File: src/rtl/fp4_pair_dequant_to_bf16_core_defines.svh
// Assertion macros for the fp4 pair dequantiser
`ifndef FP4_PAIR_DEQUANT_TO_BF16_CORE_DEFINES_SVH
`define FP4_PAIR_DEQUANT_TO_BF16_CORE_DEFINES_SVH

// clocked check, masked during reset
`define FPDQ_ASSERT(lbl, clk_s, rst_s, prop) \
  lbl: assert property (@(posedge clk_s) disable iff (rst_s) prop) \
    else $error("fpdq check failed");

// clocked check that also holds through reset
`define FPDQ_ASSERT_ALWAYS(lbl, clk_s, prop) \
  lbl: assert property (@(posedge clk_s) prop) \
    else $error("fpdq check failed");

`endif

File: src/rtl/fpdq_pkg.sv
`default_nettype none
package fpdq_pkg;

  localparam logic [31:0] SCALE_RESET = 32'h3F80_0000;
  localparam logic [31:0] QNAN_CODE   = 32'h7FC0_0000;
  localparam logic [31:0] DEFAULT_NAN = 32'hFFC0_0000;
  localparam logic [31:0] QUIET_BIT   = 32'h0040_0000;
  localparam logic [31:0] BF16_BIAS   = 32'h0000_7FFF;
  localparam logic [15:0] BF16_QNAN   = 16'h7FC0;

  localparam logic [1:0] CODE_EXP_SUB = 2'd0;
  localparam logic [1:0] CODE_EXP_ONE = 2'd1;
  localparam logic [1:0] CODE_EXP_TWO = 2'd2;
  localparam logic [1:0] CODE_EXP_SPC = 2'd3;

  localparam logic [3:0] CODE_NAN_POS = 4'h7;
  localparam logic [3:0] CODE_NAN_NEG = 4'hF;

endpackage
`default_nettype wire

File: src/rtl/fpdq_lane.sv
`default_nettype none
module fpdq_lane (
  input  wire logic [31:0] scale,
  input  wire logic [3:0]  code,
  output logic      [15:0] bf16
);

  logic               s_sign, c_sign, sign;
  logic        [7:0]  se;
  logic        [22:0] sf;
  logic               s_nan, s_inf, s_zero;
  logic        [1:0]  ce;
  logic               cm;
  logic               c_nan, c_inf, c_zero;
  logic        [23:0] sig;
  logic        [25:0] prod;
  logic signed [10:0] x, t, lp, er_m1, sh_a, sh_b, sh_s;
  logic        [8:0]  base;
  logic        [1:0]  sh;
  logic        [25:0] r, r_rnd;
  logic               g, st;
  logic        [32:0] mag;
  logic        [31:0] p, sum;

  always_comb begin
    s_sign = scale[31];
    se     = scale[30:23];
    sf     = scale[22:0];
    s_nan  = (se == 8'hFF) && (sf != 23'd0);
    s_inf  = (se == 8'hFF) && (sf == 23'd0);
    s_zero = (se == 8'd0) && (sf == 23'd0);
    c_sign = code[3];
    ce     = code[2:1];
    cm     = code[0];
    c_nan  = (ce == fpdq_pkg::CODE_EXP_SPC) && cm;
    c_inf  = (ce == fpdq_pkg::CODE_EXP_SPC) && !cm;
    c_zero = (ce == fpdq_pkg::CODE_EXP_SUB) && !cm;
    sign   = s_sign ^ c_sign;

    case (ce)
      fpdq_pkg::CODE_EXP_SUB: x = -11'sd3;
      fpdq_pkg::CODE_EXP_ONE: x = -11'sd1;
      default:                x = 11'sd0;
    endcase

    sig  = {se != 8'd0, sf};
    prod = ({2'b00, sig} << 1)
         + ((cm && (ce != fpdq_pkg::CODE_EXP_SUB)) ? {2'b00, sig} : 26'd0);

    t  = $signed({3'b000, ((se == 8'd0) ? 8'd1 : se)}) + x;
    lp = prod[25] ? 11'sd25 : (prod[24] ? 11'sd24 : 11'sd23);
    er_m1 = lp + t - 11'sd24;
    base  = (er_m1 > 11'sd0) ? er_m1[8:0] : 9'd0;
    sh_a  = lp - 11'sd23;
    sh_b  = 11'sd1 - t;
    sh_s  = (sh_a > sh_b) ? sh_a : sh_b;
    sh    = sh_s[1:0];

    case (sh)
      2'd0: begin
        r = prod; g = 1'b0; st = 1'b0;
      end
      2'd1: begin
        r = prod >> 1; g = prod[0]; st = 1'b0;
      end
      2'd2: begin
        r = prod >> 2; g = prod[1]; st = prod[0];
      end
      default: begin
        r = prod >> 3; g = prod[2]; st = |prod[1:0];
      end
    endcase
    r_rnd = r + {25'd0, g && (st || r[0])};
    mag   = {1'b0, base, 23'd0} + {7'd0, r_rnd};

    if (c_nan) begin
      p = fpdq_pkg::QNAN_CODE;
    end else if (s_nan) begin
      p = scale | fpdq_pkg::QUIET_BIT;
    end else if ((c_inf && s_zero) || (c_zero && s_inf)) begin
      p = fpdq_pkg::DEFAULT_NAN;
    end else if (c_inf || s_inf || (mag >= 33'h0_7F80_0000)) begin
      p = {sign, 8'hFF, 23'd0};
    end else if (c_zero || s_zero) begin
      p = {sign, 31'd0};
    end else begin
      p = {sign, mag[30:0]};
    end

    sum  = p + fpdq_pkg::BF16_BIAS + {31'd0, p[16]};
    bf16 = sum[31:16];
  end

endmodule
`default_nettype wire

File: src/rtl/fp4_pair_dequant_to_bf16_core.sv
// A request passes the input register, then the result register; both lanes decode,
// scale and round in one pass. Throughput: one packed byte per cycle when not stalled.
// A request is still taken while a result waits, as long as the input register is free.
// Reset (rst, synchronous, active high) empties both registers and sets the scale to 1.0.
`default_nettype none
`include "fp4_pair_dequant_to_bf16_core_defines.svh"
module fp4_pair_dequant_to_bf16_core (
  input  wire logic        clk,
  input  wire logic        rst,
  input  wire logic        in_valid,
  output logic             in_stall,
  input  wire logic [7:0]  packed_byte,
  output logic             out_valid,
  input  wire logic        out_stall,
  output logic      [15:0] first_bf16,
  output logic      [15:0] second_bf16,
  input  wire logic        cfg_valid,
  output logic             cfg_ready,
  input  wire logic [31:0] scale_bits
);

  logic [31:0] scale;
  logic        byte_valid;
  logic [7:0]  byte_q;
  logic        out_en, byte_en;
  logic [15:0] lo_bf16, hi_bf16;

  assign cfg_ready = 1'b1;
  assign out_en    = !out_valid || !out_stall;
  assign byte_en   = !byte_valid || out_en;
  assign in_stall  = !byte_en;

  always_ff @(posedge clk) begin
    if (rst) begin
      scale <= fpdq_pkg::SCALE_RESET;
    end else if (cfg_valid && cfg_ready) begin
      scale <= scale_bits;
    end
  end

  always_ff @(posedge clk) begin
    if (rst) begin
      byte_valid <= 1'b0;
    end else if (byte_en) begin
      byte_valid <= in_valid;
    end
  end

  always_ff @(posedge clk) begin
    if (byte_en && in_valid) begin
      byte_q <= packed_byte;
    end
  end

  fpdq_lane u_lo (
    .scale (scale),
    .code  (byte_q[3:0]),
    .bf16  (lo_bf16)
  );

  fpdq_lane u_hi (
    .scale (scale),
    .code  (byte_q[7:4]),
    .bf16  (hi_bf16)
  );

  always_ff @(posedge clk) begin
    if (rst) begin
      out_valid <= 1'b0;
    end else if (out_en) begin
      out_valid <= byte_valid;
    end
  end

  always_ff @(posedge clk) begin
    if (out_en && byte_valid) begin
      first_bf16  <= lo_bf16;
      second_bf16 <= hi_bf16;
    end
  end

  `FPDQ_ASSERT(a_in_lands, clk, rst, (in_valid && !in_stall) |=> byte_valid)
  `FPDQ_ASSERT(a_moves_out, clk, rst, (byte_valid && out_en) |=> out_valid)
  `FPDQ_ASSERT(a_full_stalls, clk, rst, (byte_valid && out_valid && out_stall) |-> in_stall)
  `FPDQ_ASSERT(a_nan_lo, clk, rst,
    (byte_valid && out_en && ((byte_q[3:0] == fpdq_pkg::CODE_NAN_POS) ||
     (byte_q[3:0] == fpdq_pkg::CODE_NAN_NEG))) |=> (first_bf16 == fpdq_pkg::BF16_QNAN))
  `FPDQ_ASSERT_ALWAYS(a_cfg_open, clk, cfg_ready)

endmodule
`default_nettype wire
File: config.mk
export PLATFORM = sky130hd
export DESIGN_NAME = fp4_pair_dequant_to_bf16_core
export DESIGN_NICKNAME = d
export VERILOG_FILES = /design/src/rtl/fpdq_pkg.sv /design/src/rtl/fpdq_lane.sv /design/src/rtl/fp4_pair_dequant_to_bf16_core.sv
export VERILOG_INCLUDE_DIRS = /design/src /design/src/rtl
export SDC_FILE = /design/constraint.sdc
export NUM_CORES = 1
export LEC_CHECK = 0
export BUFFER_PORTS_ARGS = -buffer_cell sky130_fd_sc_hd__buf_2
export CAP_MARGIN = 10
export CORE_ASPECT_RATIO = 0.7
export CORE_MARGIN = 2
export CORE_UTILIZATION = 45
export DETAILED_ROUTE_END_ITERATION = 10
export GPL_ROUTABILITY_DRIVEN = 0
export PLACE_DENSITY_LB_ADDON = 0.08
export SLEW_MARGIN = 20
export SYNTH_ARGS = -nofsm -noshare
export SYNTH_HDL_FRONTEND = slang
export SYNTH_HIERARCHICAL = 1
export SYNTH_SLANG_ARGS = --single-unit
File: constraint.sdc
create_clock -name clk -period 12 [get_ports clk]
set_input_delay 1.2 -clock clk [delete_from_list [all_inputs] [get_ports clk]]
set_output_delay 1.2 -clock clk [all_outputs]
set_load 0.005 [all_outputs]
==> flow_results.org <==
** Outcome
- The flow ran to the end, and the final reports show no timing, DRC or antenna violations.

** Synthesis
- Summed instance area of the synthesized netlist :: 0.01433 mm2
- sky130_fd_sc_hd__nand2_1 is the most common cell in the netlist.
- For this run, the register share of the synthesized area comes to 13.13%.
- Number of warnings issued by yosys :: 6
- Averaged over all synthesized cells, the footprint is 7.470 um2.
- Yosys mapped the design onto 119 distinct sky130hd cell types.
- For this run, asynchronously set or reset flops after synthesis account for 0%.
- The most used flip-flop cell after synthesis is sky130_fd_sc_hd__edfxtp_1.
- In this run, synthesis produced a sequential element count of 74.
- Post-synth EDFFs :: 40
- Synthesis produced roughly 1.9k cells.
- By area the synthesized netlist is led by sky130_fd_sc_hd__ha_1, sky130_fd_sc_hd__edfxtp_1, sky130_fd_sc_hd__xnor2_1.
- sky130_fd_sc_hd__ha_1 takes more of the synthesized area than any other cell.
- Share of the synthesized area in the top cell type :: 11.35%
- Top cells by count, synth :: sky130_fd_sc_hd__nand2_1, sky130_fd_sc_hd__nor2_1, sky130_fd_sc_hd__ha_1

** Clock network
- CTS tree :: done
- Number of buffers on the longest clock path :: 2
- CTS hold repair buffers :: 0
- Clock root cell :: sky130_fd_sc_hd__clkbuf_16
- In this run, CTS created clock tree buffers numbering 9.
- Clock insertion delay at the later pin of the skew report :: 0.37 ns
- Total number of H-tree levels :: 3
- Clock-pin slew was measured on the worst setup and hold paths at 0.08 ns.
- CTS saw 74 sinks.

** GRT
- Maximum number of pins on one net before global-route repair :: 40
- Vias in the first global route :: 13.24k
- Wire length of the first global-routing pass :: approximately 73000 um
- Remaining Overflow, GRT :: 0
- Gr usage total :: 27.47%
- The number of antenna violations at the first check in global routing is 1.

** Power
- Post-route total power :: 2.078 mW
- Sequential power share :: ~17%
- Dividing total power by cell area gives a power density of 134.0 mW/mm2.
- In this run, the combinational gates consume just under 70% of the power.
- Clock network fraction of design power :: 14.0%
- Static leakage power :: 6.569 nW
- Internal power comes to between 1 and 1.5 mW.
- For this design the total switching power over the nets is 1.049 mW.
- Net switching share of the total power :: just over 50%
- Peak supply drop :: ~140 uV

** Critical path
- Largest incremental delay on the critical path :: 0.62 ns
- The critical path is of the reg -> reg type.
- Data on the critical path arrives at its endpoint at 11.39 ns.
- Of all nets on the critical path, the largest fanout is 16.
- Required time reported for the critical path endpoint :: 12.13 ns
- The slowest stage of the critical path belongs to the cell sky130_fd_sc_hd__or4b_2.
- STA classifies the critical path endpoint as a register.
- STA classifies the critical path startpoint as a register.

** Timing
- For the finished layout, the period the worst path requires is 11.25 ns.
- Max Slew Vio Count :: 0
- Dividing the final minimum period by the clock period gives between 90% and 100%.
- Layout Skew :: 0.01519 ns
- The number of endpoints with negative hold slack in the final report is 0.
- Setup violations remaining at the end of the flow were counted as 0.
- For the pin with the worst max-slew slack, the measured transition is 0.9713 ns.
- For the final routed database, the setup TNS stands at 0 ns.
- For this run, the top clock speed supported by timing is 88.86 MHz.
- Relative max-transition margin :: 35.00%

** Detailed routing
- Antenna-violating nets left :: 0
- For this block, the routed nets add up to 47290 um of wire.
- The final route contains 14.91k vias.
- The pre-antenna-repair detailed-routing pass consisted of 5 iterations.
- Via-to-Cell Ratio :: 6.223
- Wirelength per Cell :: ~20 um
- After the first detailed-routing iteration, the DRC count stood at around 1.5k.
- Residual DRC count :: 0

** Floorplanning
- From bottom edge to top edge, the die measures 153.3 um.
- Core area :: 0.03121 mm2
- Width of the chip :: 217.3 um
- Boundary pin count :: 80
- Starting utilization of the core area :: 45.90%
- Die Outline Area :: 0.03331 mm2
- Number of placement rows :: 54

** Run
- The tool flagged a number of max-cap violations equal to 0.

** Min path
- The worst hold path belongs to the class reg -> reg.

** Placed design
- Port buffer count :: 78
- Number of cells in the design after placement :: 2373
- Once detailed placement completed, the half-perimeter wirelength came to between 30000 and 40000 um.
- DP Area :: roughly 0.015 mm2

** Finish
- Cell Count, Final, Fillers Out :: roughly 2.4k
- After routing the design area is 0.01550 mm2.
- Of the cells placed in the final design, the portion with a size suffix greater than 1 is 11.19%.
- Layout overhead on the synthesized area :: 8.191%
- Area occupied by multi-input gates :: 0.01177 mm2
- Layout filler cell count :: between 3k and 4k
- Antenna diode instance count :: 0
- Number of nets in the layout :: 2153
- The sequential cells in the finished layout cover a total of 0.001882 mm2.
[cells in the final DEF (no fill, tap or decap), types with 9 or more instances in the layout]
cell / count
sky130_fd_sc_hd__a211o_1: 15
sky130_fd_sc_hd__a211oi_1: 23
sky130_fd_sc_hd__a21boi_0: 9
sky130_fd_sc_hd__a21o_1: 33
sky130_fd_sc_hd__a21oi_1: 123
sky130_fd_sc_hd__a31oi_1: 31
sky130_fd_sc_hd__and2_1: 53
sky130_fd_sc_hd__and3_1: 49
sky130_fd_sc_hd__and4_1: 10
sky130_fd_sc_hd__buf_2: 78
sky130_fd_sc_hd__buf_4: 43
sky130_fd_sc_hd__clkbuf_16: 10
sky130_fd_sc_hd__conb_1: 17
sky130_fd_sc_hd__dfxtp_1: 34
sky130_fd_sc_hd__edfxtp_1: 40
sky130_fd_sc_hd__ha_1: 130
sky130_fd_sc_hd__inv_1: 79
sky130_fd_sc_hd__mux2i_1: 60
sky130_fd_sc_hd__nand2_1: 182
sky130_fd_sc_hd__nand2b_1: 15
sky130_fd_sc_hd__nand3_1: 81
sky130_fd_sc_hd__nand3b_1: 12
sky130_fd_sc_hd__nand4_1: 35
sky130_fd_sc_hd__nor2_1: 141
sky130_fd_sc_hd__nor2b_1: 23
sky130_fd_sc_hd__nor3_1: 51
sky130_fd_sc_hd__nor3b_1: 9
sky130_fd_sc_hd__nor4_1: 30
sky130_fd_sc_hd__o211ai_1: 26
sky130_fd_sc_hd__o21a_1: 13
sky130_fd_sc_hd__o21ai_0: 103
sky130_fd_sc_hd__o21ai_1: 9
sky130_fd_sc_hd__o21bai_1: 10
sky130_fd_sc_hd__o22ai_1: 11
sky130_fd_sc_hd__or2_2: 9
sky130_fd_sc_hd__or3_1: 13
sky130_fd_sc_hd__xnor2_1: 87
sky130_fd_sc_hd__xor2_1: 54
[layout make-up]
| cell class | instances | area share [%] |
|---|---|---|
| multi-input combinational | 1683 | 75.93 |
| sequential | 74 | 12.14 |
| timing repair buffer | 121 | 4.601 |
| tap | 420 | 3.390 |
| inverter | 81 | 1.986 |
| clock buffer | 10 | 1.614 |
| clock inverter | 6 | 0.3390 |
[worst max-delay path: cells and delay by family, from the launching register on]
kind                     cells  cell delay [ns]
AO/OA/AOI/OAI               15             2.98
XOR/XNOR                     3             0.50
adder cells (fa/ha/maj)      6             1.55
buffers and inverters        6             0.78
flip-flops                   1             0.38
multiplexers                 2             0.41
AND/OR/NAND/NOR             21             4.40
[metal layers]
layer | GRT usage, % | wire, um
met1 | 43.08 | 23850
met2 | 38.26 | 18430
met3 | 5.891 | 4512
met4 | 4.012 | 504
met5 | 0 | 0
[metrics by stage]
| stage | utilization (%) | setup WS [ns] | hold WS (ns) |
|---|---|---|---|
| 3_3_place_gp | 48.36 | 0.6798 | 0.4861 |
| 6_report | 49.66 | 0.7464 | 0.5141 |
| 5_1_grt | 49.66 | -0.01548 | 0.5449 |
| 2_1_floorplan | - | 0.9071 | 0.4528 |
| 3_5_place_dp | 48.36 | 0.3052 | 0.4978 |
| 4_1_cts | 49.33 | 0.2740 | 0.5147 |
[flip-flops by register name, summed over array words and instances, names as in the netlist]
name,flops
byte_q,8
second_bf16,16
byte_valid,1
first_bf16,16
scale,32
out_valid,1
[power groups by stage]
stage                     clock network, mW  logic, mW  registers, mW
final                                 0.290       1.44          0.348
after floorplan                           0       1.04          0.344
after detailed placement                  0       1.38          0.354
after global routing                  0.309       1.58          0.352
after CTS                             0.300       1.39          0.349
after global placement                    0       1.38          0.354
[worst paths after layout]
path / start / slack [ns] / end / cells after the start
worst min register to register: byte_valid / 0.51 / out_valid / 2
worst min-delay path: byte_valid / 0.51 / out_valid / 2
worst max register to register: scale[27] / 0.75 / second_bf16[11] / 53
worst max-delay path: scale[27] / 0.75 / second_bf16[11] / 53
[kinds of logic (layout without fill, tap and decap cells)]
group / Yosys count / after routing / share of synthesized area (%)
AND/OR/NAND/NOR: 767 / 767 / 28.07
buffers and inverters: 176 / 218 / 5.641
adder cells (fa/ha/maj): 138 / 138 / 12.47
flip-flops: 74 / 74 / 13.13
multiplexers: 72 / 72 / 5.423
other: 3 / 17 / 0.07859
XOR/XNOR: 142 / 142 / 8.776
AO/OA/AOI/OAI: 546 / 547 / 26.41
[what timing repair did]
action / in CTS / in global routing
resized for setup: 0 / 15
buffers inserted: 0 / 5
setup endpoints to repair: 0 / 21
(Power assumes the default switching activity.)
